`config.mk`:
```
export PLATFORM = sky130hd
export DESIGN_NAME = hkrt_ctrl
export DESIGN_NICKNAME = d
export VERILOG_FILES = /design/src/rtl/hkrt_pkg.sv /design/src/rtl/hkrt_ctrl.sv
export SDC_FILE = /design/constraint.sdc
export NUM_CORES = 1
export LEC_CHECK = 0
export BUFFER_PORTS_ARGS = -buffer_cell sky130_fd_sc_hd__buf_4
export CORE_UTILIZATION = 40
export DETAILED_ROUTE_END_ITERATION = 7
export GPL_TIMING_DRIVEN = 0
export PLACE_DENSITY = 0.72
export SLEW_MARGIN = 25
export SYNTH_ARGS = -nofsm -noshare
export SYNTH_HDL_FRONTEND = slang
export SYNTH_SLANG_ARGS = --single-unit
```
`constraint.sdc`:
```
create_clock -name clk_i -period 1.45 [get_ports clk_i]
set_clock_uncertainty 0.1 [all_clocks]
set_input_delay 0.2175 -clock clk_i [delete_from_list [all_inputs] [get_ports clk_i]]
set_output_delay 0.2175 -clock clk_i [all_outputs]
set_load 0.02 [all_outputs]
```
`src/rtl/hkrt_pkg.sv`:
```
// ----------------------------------------------------------------------------
// Hall key rapid trigger package
// Types, codes and constants shared by the controller and the datapath.
// ----------------------------------------------------------------------------
package hkrt_pkg;

  localparam int ROWS_DEF     = 4;
  localparam int COLS_DEF     = 16;
  localparam int ADC_BITS     = 12;
  localparam int BOUND_W      = ADC_BITS + 1;
  localparam int TABLE_LEN    = 1025;
  localparam int TAB_AW       = 11;
  localparam int TAB_MAX      = TABLE_LEN - 1;
  localparam int NORM_SHIFT   = 10;
  localparam int DIV_STEPS    = 11;
  localparam int NUM_W        = BOUND_W + DIV_STEPS;
  localparam int POS_W        = 16;
  localparam int TRAVEL_W     = 10;
  localparam int SENS_W       = 10;
  localparam int GROW_W       = 12;
  localparam int CFG_W        = 12;

  localparam int TRAVEL_RESET = 350;
  localparam int SENS_RESET   = 20;
  localparam int GROW_RESET   = 100;
  localparam int RELEASE_GAP  = 10;
  localparam int SCALE_ROUND  = 512;
  localparam int CAL_ROUND    = 50;
  localparam int CAL_RECIP    = 5243;
  localparam int CAL_SHIFT    = 19;
  localparam int TRAVEL_ALT   = 320;
  localparam int MULT_ALT     = 12;
  localparam int MULT_STD     = 15;

  localparam logic [1:0] FUNC_SCAN  = 2'd0;
  localparam logic [1:0] FUNC_CAL   = 2'd1;
  localparam logic [1:0] FUNC_LOAD  = 2'd2;
  localparam logic [1:0] FUNC_RSVD  = 2'd3;

  localparam logic [1:0] MODE_FIXED = 2'd0;
  localparam logic [1:0] MODE_POINT = 2'd1;
  localparam logic [1:0] MODE_ZERO  = 2'd2;

  localparam logic [1:0] CFG_TRAVEL = 2'd0;
  localparam logic [1:0] CFG_SENS   = 2'd1;
  localparam logic [1:0] CFG_GROW   = 2'd2;

  typedef struct packed {
    logic capture;
    logic rd_key;
    logic load_w;
    logic zero_res;
    logic bound;
    logic div_step;
    logic tab_rd;
    logic mul;
    logic scale;
    logic decide;
    logic cal_q;
    logic cal_w;
    logic out_load;
  } cmd_t;

  typedef struct packed {
    logic [1:0] func;
    logic       key_ok;
  } sts_t;

endpackage

```
`src/rtl/hkrt_ctrl.sv`:
```
// ----------------------------------------------------------------------------
// Hall key rapid trigger controller
// Sequences capture, bounds, division, lookup, decision, calibration, output.
// ----------------------------------------------------------------------------
module hkrt_ctrl (
  input  logic          clk_i,
  input  logic          rst_ni,
  input  logic          in_valid_i,
  output logic          in_ready_o,
  output logic          out_valid_o,
  input  logic          out_ready_i,
  input  hkrt_pkg::sts_t sts_i,
  output hkrt_pkg::cmd_t cmd_o
);

  typedef enum logic [3:0] {
    ST_IDLE, ST_READ, ST_BOUND, ST_DIV, ST_TREAD, ST_MUL, ST_SCALE,
    ST_DECIDE, ST_CALQ, ST_CALW, ST_DONE
  } state_e;

  localparam int CNT_W = $clog2(hkrt_pkg::DIV_STEPS);

  state_e           state_q;
  logic [CNT_W-1:0] cnt_q;
  logic             out_valid_q;
  logic             bypass;
  hkrt_pkg::cmd_t   cmd;

  assign bypass = (sts_i.func == hkrt_pkg::FUNC_LOAD) || (sts_i.func == hkrt_pkg::FUNC_RSVD) ||
                  !sts_i.key_ok;

  always_comb begin
    cmd = '0;
    unique case (state_q)
      ST_IDLE: cmd.capture = in_valid_i;
      ST_READ: begin
        cmd.rd_key   = 1'b1;
        cmd.load_w   = (sts_i.func == hkrt_pkg::FUNC_LOAD);
        cmd.zero_res = bypass;
      end
      ST_BOUND:  cmd.bound    = 1'b1;
      ST_DIV:    cmd.div_step = 1'b1;
      ST_TREAD:  cmd.tab_rd   = 1'b1;
      ST_MUL:    cmd.mul      = 1'b1;
      ST_SCALE:  cmd.scale    = 1'b1;
      ST_DECIDE: cmd.decide   = 1'b1;
      ST_CALQ:   cmd.cal_q    = 1'b1;
      ST_CALW:   cmd.cal_w    = 1'b1;
      ST_DONE:   cmd.out_load = !out_valid_q || out_ready_i;
      default:   cmd = '0;
    endcase
  end

  always_ff @(posedge clk_i or negedge rst_ni) begin
    if (!rst_ni) begin
      state_q     <= ST_IDLE;
      cnt_q       <= '0;
      out_valid_q <= 1'b0;
    end else begin
      if (out_valid_q && out_ready_i) begin
        out_valid_q <= 1'b0;
      end
      if (cmd.out_load) begin
        out_valid_q <= 1'b1;
      end
      unique case (state_q)
        ST_IDLE: begin
          if (in_valid_i) begin
            state_q <= ST_READ;
          end
        end
        ST_READ: begin
          if (bypass) begin
            state_q <= ST_DONE;
          end else if (sts_i.func == hkrt_pkg::FUNC_CAL) begin
            state_q <= ST_CALQ;
          end else begin
            state_q <= ST_BOUND;
          end
        end
        ST_BOUND: begin
          cnt_q   <= '0;
          state_q <= ST_DIV;
        end
        ST_DIV: begin
          cnt_q <= cnt_q + 1'b1;
          if (cnt_q == CNT_W'(hkrt_pkg::DIV_STEPS - 1)) begin
            state_q <= ST_TREAD;
          end
        end
        ST_TREAD:  state_q <= ST_MUL;
        ST_MUL:    state_q <= ST_SCALE;
        ST_SCALE:  state_q <= ST_DECIDE;
        ST_DECIDE: state_q <= ST_DONE;
        ST_CALQ:   state_q <= ST_CALW;
        ST_CALW:   state_q <= ST_DONE;
        ST_DONE: begin
          if (cmd.out_load) begin
            state_q <= ST_IDLE;
          end
        end
        default: state_q <= ST_IDLE;
      endcase
    end
  end

  assign in_ready_o  = (state_q == ST_IDLE);
  assign out_valid_o = out_valid_q;
  assign cmd_o       = cmd;

endmodule

```
[Word-level counts from Yosys, hierarchy flattened]
Index checks and enable logic that the tools add are counted.
Cells by class
  add/subtract/negate cells: 1
  equality and inequality tests: 17
  multiplexer cells: 20
  reduce and logical (&&, ||, !) cells: 11
Operator list (count)
  case mux 4 bit (10 select lines): 1
  2-to-1 mux 4 bit: 5
  == test 4 x 3 -> 1 bit (second input constant): 4
  == test 4 bit (second input constant): 4
  2-to-1 mux 1 bit: 12
  == test 4 x 2 -> 1 bit (second input constant): 2
  case mux 4 bit (2 select lines): 1
  != test 2 bit (second input constant): 3
  adder 4 x 1 -> 4 bit (second input constant): 1
  == test 2 bit (second input constant): 2
  == test 4 x 1 -> 1 bit (second input constant): 1
  logical NOT 4 bit: 1
  nonzero test 2 bit: 2
  logical OR 1 bit: 3
  2-to-1 mux 3 bit: 1
  AND reduction 3 bit: 1
  == test 2 x 1 -> 1 bit (second input constant): 1
  logical NOT 1 bit: 2
  OR reduction 2 bit: 1
  logical AND 1 bit: 1
Storage, ports and cells
  register bits after elaboration: 9
  bits of input ports: 7
  output and inout port bits: 15
  word-level logic and storage cells: 52

[Logic depth before layout (Yosys ltp)]
  depth in word-level cells: 5
  gate-level depth with buffers: 6
  gate-level depth less buffers: 6

[Least setup slack after synthesis]
OpenSTA, ideal clock, no wires.
  path kind: reg2out
  start: reg state_q[1]
  end: out cmd_o[12] in the netlist's numbering
  data arrival time: 1.242 ns
  required time: 1.133 ns
  path slack: -0.110 ns
  cell stages (with the launch flop): 4
  path buffers: 1
  cell sequence: dfrtp_1 -> buf_6 -> nor4_4 -> and2_1
RTL lines
  start, declared: RTL line hkrt_ctrl.sv:23  | state_e state_q;
  start signal, assigned: RTL line hkrt_ctrl.sv:56  | state_q <= ST_IDLE;
  start signal, assigned: RTL line hkrt_ctrl.sv:69  | state_q <= ST_READ;
  start signal, assigned: RTL line hkrt_ctrl.sv:74  | state_q <= ST_DONE;
  end, declared: RTL line hkrt_ctrl.sv:13  | output hkrt_pkg::cmd_t cmd_o

==> reports/qor.csv <==
metric,value,unit
status,"finished, violations left",
standard cell area after detailed placement,897,sq um
Iter 0 DRT Violations,6,
total power,2.61,mW
largest family of logic cells by synthesized area,simple AND/OR/NAND/NOR gates,
"area fraction in and, or, nand and nor cells after synthesis",43.6,%
Post-Synthesis Net Count,82,
height of the chip,44.1,microns
DR WL met2,1130,microns
number of antenna violations at the first check in global routing,0,
top flip-flop cell by instance count after synthesis,dfrtp_1,
deepest level of the CTS H-tree,1,
HP Class,in -> reg,
Max Root-Sink Buffers,2,
relative max-transition margin,84.2,%
area fraction in compound gates after synthesis,10.4,%
Post-Syn Area,708,sq um
clk sink count,9,
Worst EP required,1.13,ns
area of the placeable core,1580,sq um
Final #Nets,134,
capturing element type of the critical path,primary output,
number of max-capacitance violations reported,0,
data arrival time of the critical path,1.39,ns
estimated wirelength of the detail-placed design,1090,microns
via/cell ratio,5.18,
Total GRT Usage,22.9,%
iteration count of the initial detailed-routing pass,6,
violations in the final reports,setup timing,
finished layout cell area,1280,sq um
type of element launching the critical path,register,
sequential area share after synthesis,31.8,%
ratio of cells with drive above 1 in the final layout,66.9,%
unrepaired setup endpoints after global routing,yes,
Final Hold Viols,0,
met3 wire length,109,microns
Syn. warnings,0,
Die Span X,44.1,microns
xor and xnor fraction of the mapped netlist area,1.24,%
Routed WL per cell,15.1,microns
starting density of the core,44.9,%
final setup violating endpoints,16,
flip-flop and latch count after synthesis,9,
area added between synthesis and finish,81.4,%
slew at the pin closest to its max-slew limit,0.236,ns
critical path class,reg -> out,
power density over cell area,2030,nW/um^2
shortest period the worst path allows,1.71,ns
"EDFF count, synth",0,
clock tree from TritonCTS,done,
mux contribution to synthesized area,1.41,%
largest vdd supply drop,0.00141,V
worst setup slack after layout,-0.259,ns
Synth Area in Adders,3.53,%
Placement Setup Slack,0.00175,ns
last weighted congestion value of the routability-driven placer,0.761,
leakage,0.620,nW
Syn Area/Cell,9.70,sq um
global route overflow,0,
top-level port count,22,
# DRC,0,
clock transition at the registers of the reported paths,0.06,ns
final antenna-violating net count,0,
share of async-settable or async-resettable flops after synthesis,100,%
Synth cell types,35,
Pins Over Slew Limit,0,
maximum number of pins on one net before global-route repair,10,
upper clock frequency limit,585,MHz
cell count after synthesis,73,
# rows,14,
global-route wire length before repair,3200,microns
Crit Path Max Fanout,5,
clock latency on the worst-skew pair,0.26,ns
antenna diode instance count,0,
number of global-route vias before repair,687,
final wirelength,2110,microns
Num CTS Buffers,3,
Routed met1 length,835,microns
I/O Buffers,21,
Max Used Layer,met4,
via total after detailed routing,725,
clock tree root driver cell,clkbuf_4,
ratio of final minimum period to clock period,118,%
die outline area,1940,sq um
layout by cell type, fill, tap and decap left out:
cell	n
mux2i_1	1
nand4bb_1	1
nand3_2	1
nand3_1	1
inv_2	2
buf_12	1
nor3_2	4
nor3b_2	1
ha_1	2
clkbuf_4	3
xor2_1	1
clkbuf_1	1
nor2_1	5
nor2_4	3
nand2_1	6
a21oi_2	1
a21oi_1	2
nor4_2	1
nand2b_1	3
o221ai_2	1
and2_4	1
dlygate4sd3_1	1
a21boi_1	1
inv_1	2
dfrtp_1	9
nand3_4	1
nor4_4	1
o21ai_2	2
a22o_1	1
buf_6	21
o21ai_0	1
nor2b_4	1
nand2b_4	3
a21o_1	1
o21ai_1	1
nand2_4	3
nor2b_1	1
buf_4	28
nor3_4	4
per-layer routing:
layer,GRT usage [%],up-vias
met4,1.82,0
met2,41.5,19
met3,4.90,4
met5,0,-
li1,-,351
met1,29.0,351
where the power goes:
part | internal (mW) | total [mW] | switching (mW)
sequential | 0.346 | 0.436 | 0.0896
combinational | 1.04 | 1.97 | 0.933
clock | 0.106 | 0.197 | 0.0903
Yosys cell counts, types with 2 or more instances:
| cell | count | area (sq um) |
|---|---|---|
| nand2_1 | 6 | 22.5 |
| inv_1 | 3 | 11.3 |
| nand2b_1 | 4 | 25.0 |
| o21ai_1 | 3 | 15.0 |
| nor3_1 | 5 | 25.0 |
| a21oi_1 | 3 | 15.0 |
| nor2_1 | 6 | 22.5 |
| buf_6 | 3 | 33.8 |
| nand2_2 | 2 | 12.5 |
| dfrtp_1 | 9 | 225 |
| ha_1 | 2 | 25.0 |
| nor3_2 | 2 | 20.0 |
| nand2b_4 | 2 | 27.5 |
| nand3_2 | 2 | 20.0 |
flip-flops by register name, indices dropped and copies added, names as in the netlist:
name	cells
state_q	4
cnt_q	4
out_valid_o	1
final timing paths:
kind,startpoint,cells past startpoint,slack [ns],endpoint
worst max register to register,state_q[0],8,-0.12,state_q[1]
max in group asynchronous,rst_ni,2,0.90,state_q[0]
min in group asynchronous,rst_ni,2,0.21,cnt_q[0]
worst max-delay path,state_q[0],5,-0.26,cmd_o[2]
worst min-delay path,sts_i[1],3,0.11,state_q[3]
worst min register to register,out_valid_o,2,0.42,out_valid_o
cells by family (layout without fill, tap and decap cells):
kind of cell	count (synthesis)	count (layout)
flops	9	9
xor+xnor	1	1
simple gates	41	41
buf+inv	8	59
mux	1	1
fa+ha+maj	2	2
compound gates	11	11
final cells by class:
cell class	instances	area, sq um
clock buffer	4	26.3
timing repair buffer	47	432
inverter	4	15.0
tap	16	20.0
fill	101	292
multi-input combinational	56	522
sequential	9	225
buffer	4	45.0
worst max-delay path, cell delays in order (launching register included):
cell and delay, ns:
dfrtp_1 0.40, buf_6 0.14, buf_4 0.14, buf_6 0.13, nor3_4 0.18, buf_6 0.14
stage by stage:
stage	cells	hold WS [ns]	util (%)	TNS, ns
global route	140	0.113	81.5	-3.70
detailed placement	110	-0.0546	56.9	0
global placement	110	-0.0543	56.9	0
CTS	135	0.103	73.7	-1.61
finish	140	0.112	81.5	-2.71
floorplan	73	-0.178	-	-0.0886
timing repair:
action / CTS / global route
resized for setup: 15 / 21
hold endpoints to repair: 9 / 0
buffers inserted: 20 / 8
gates cloned: 0 / 0
hold buffers: 1 / 0
endpoints found under the setup margin: 14 / 18
pin swaps: 8 / 12
No activity file was read; power rests on OpenSTA's default activity.
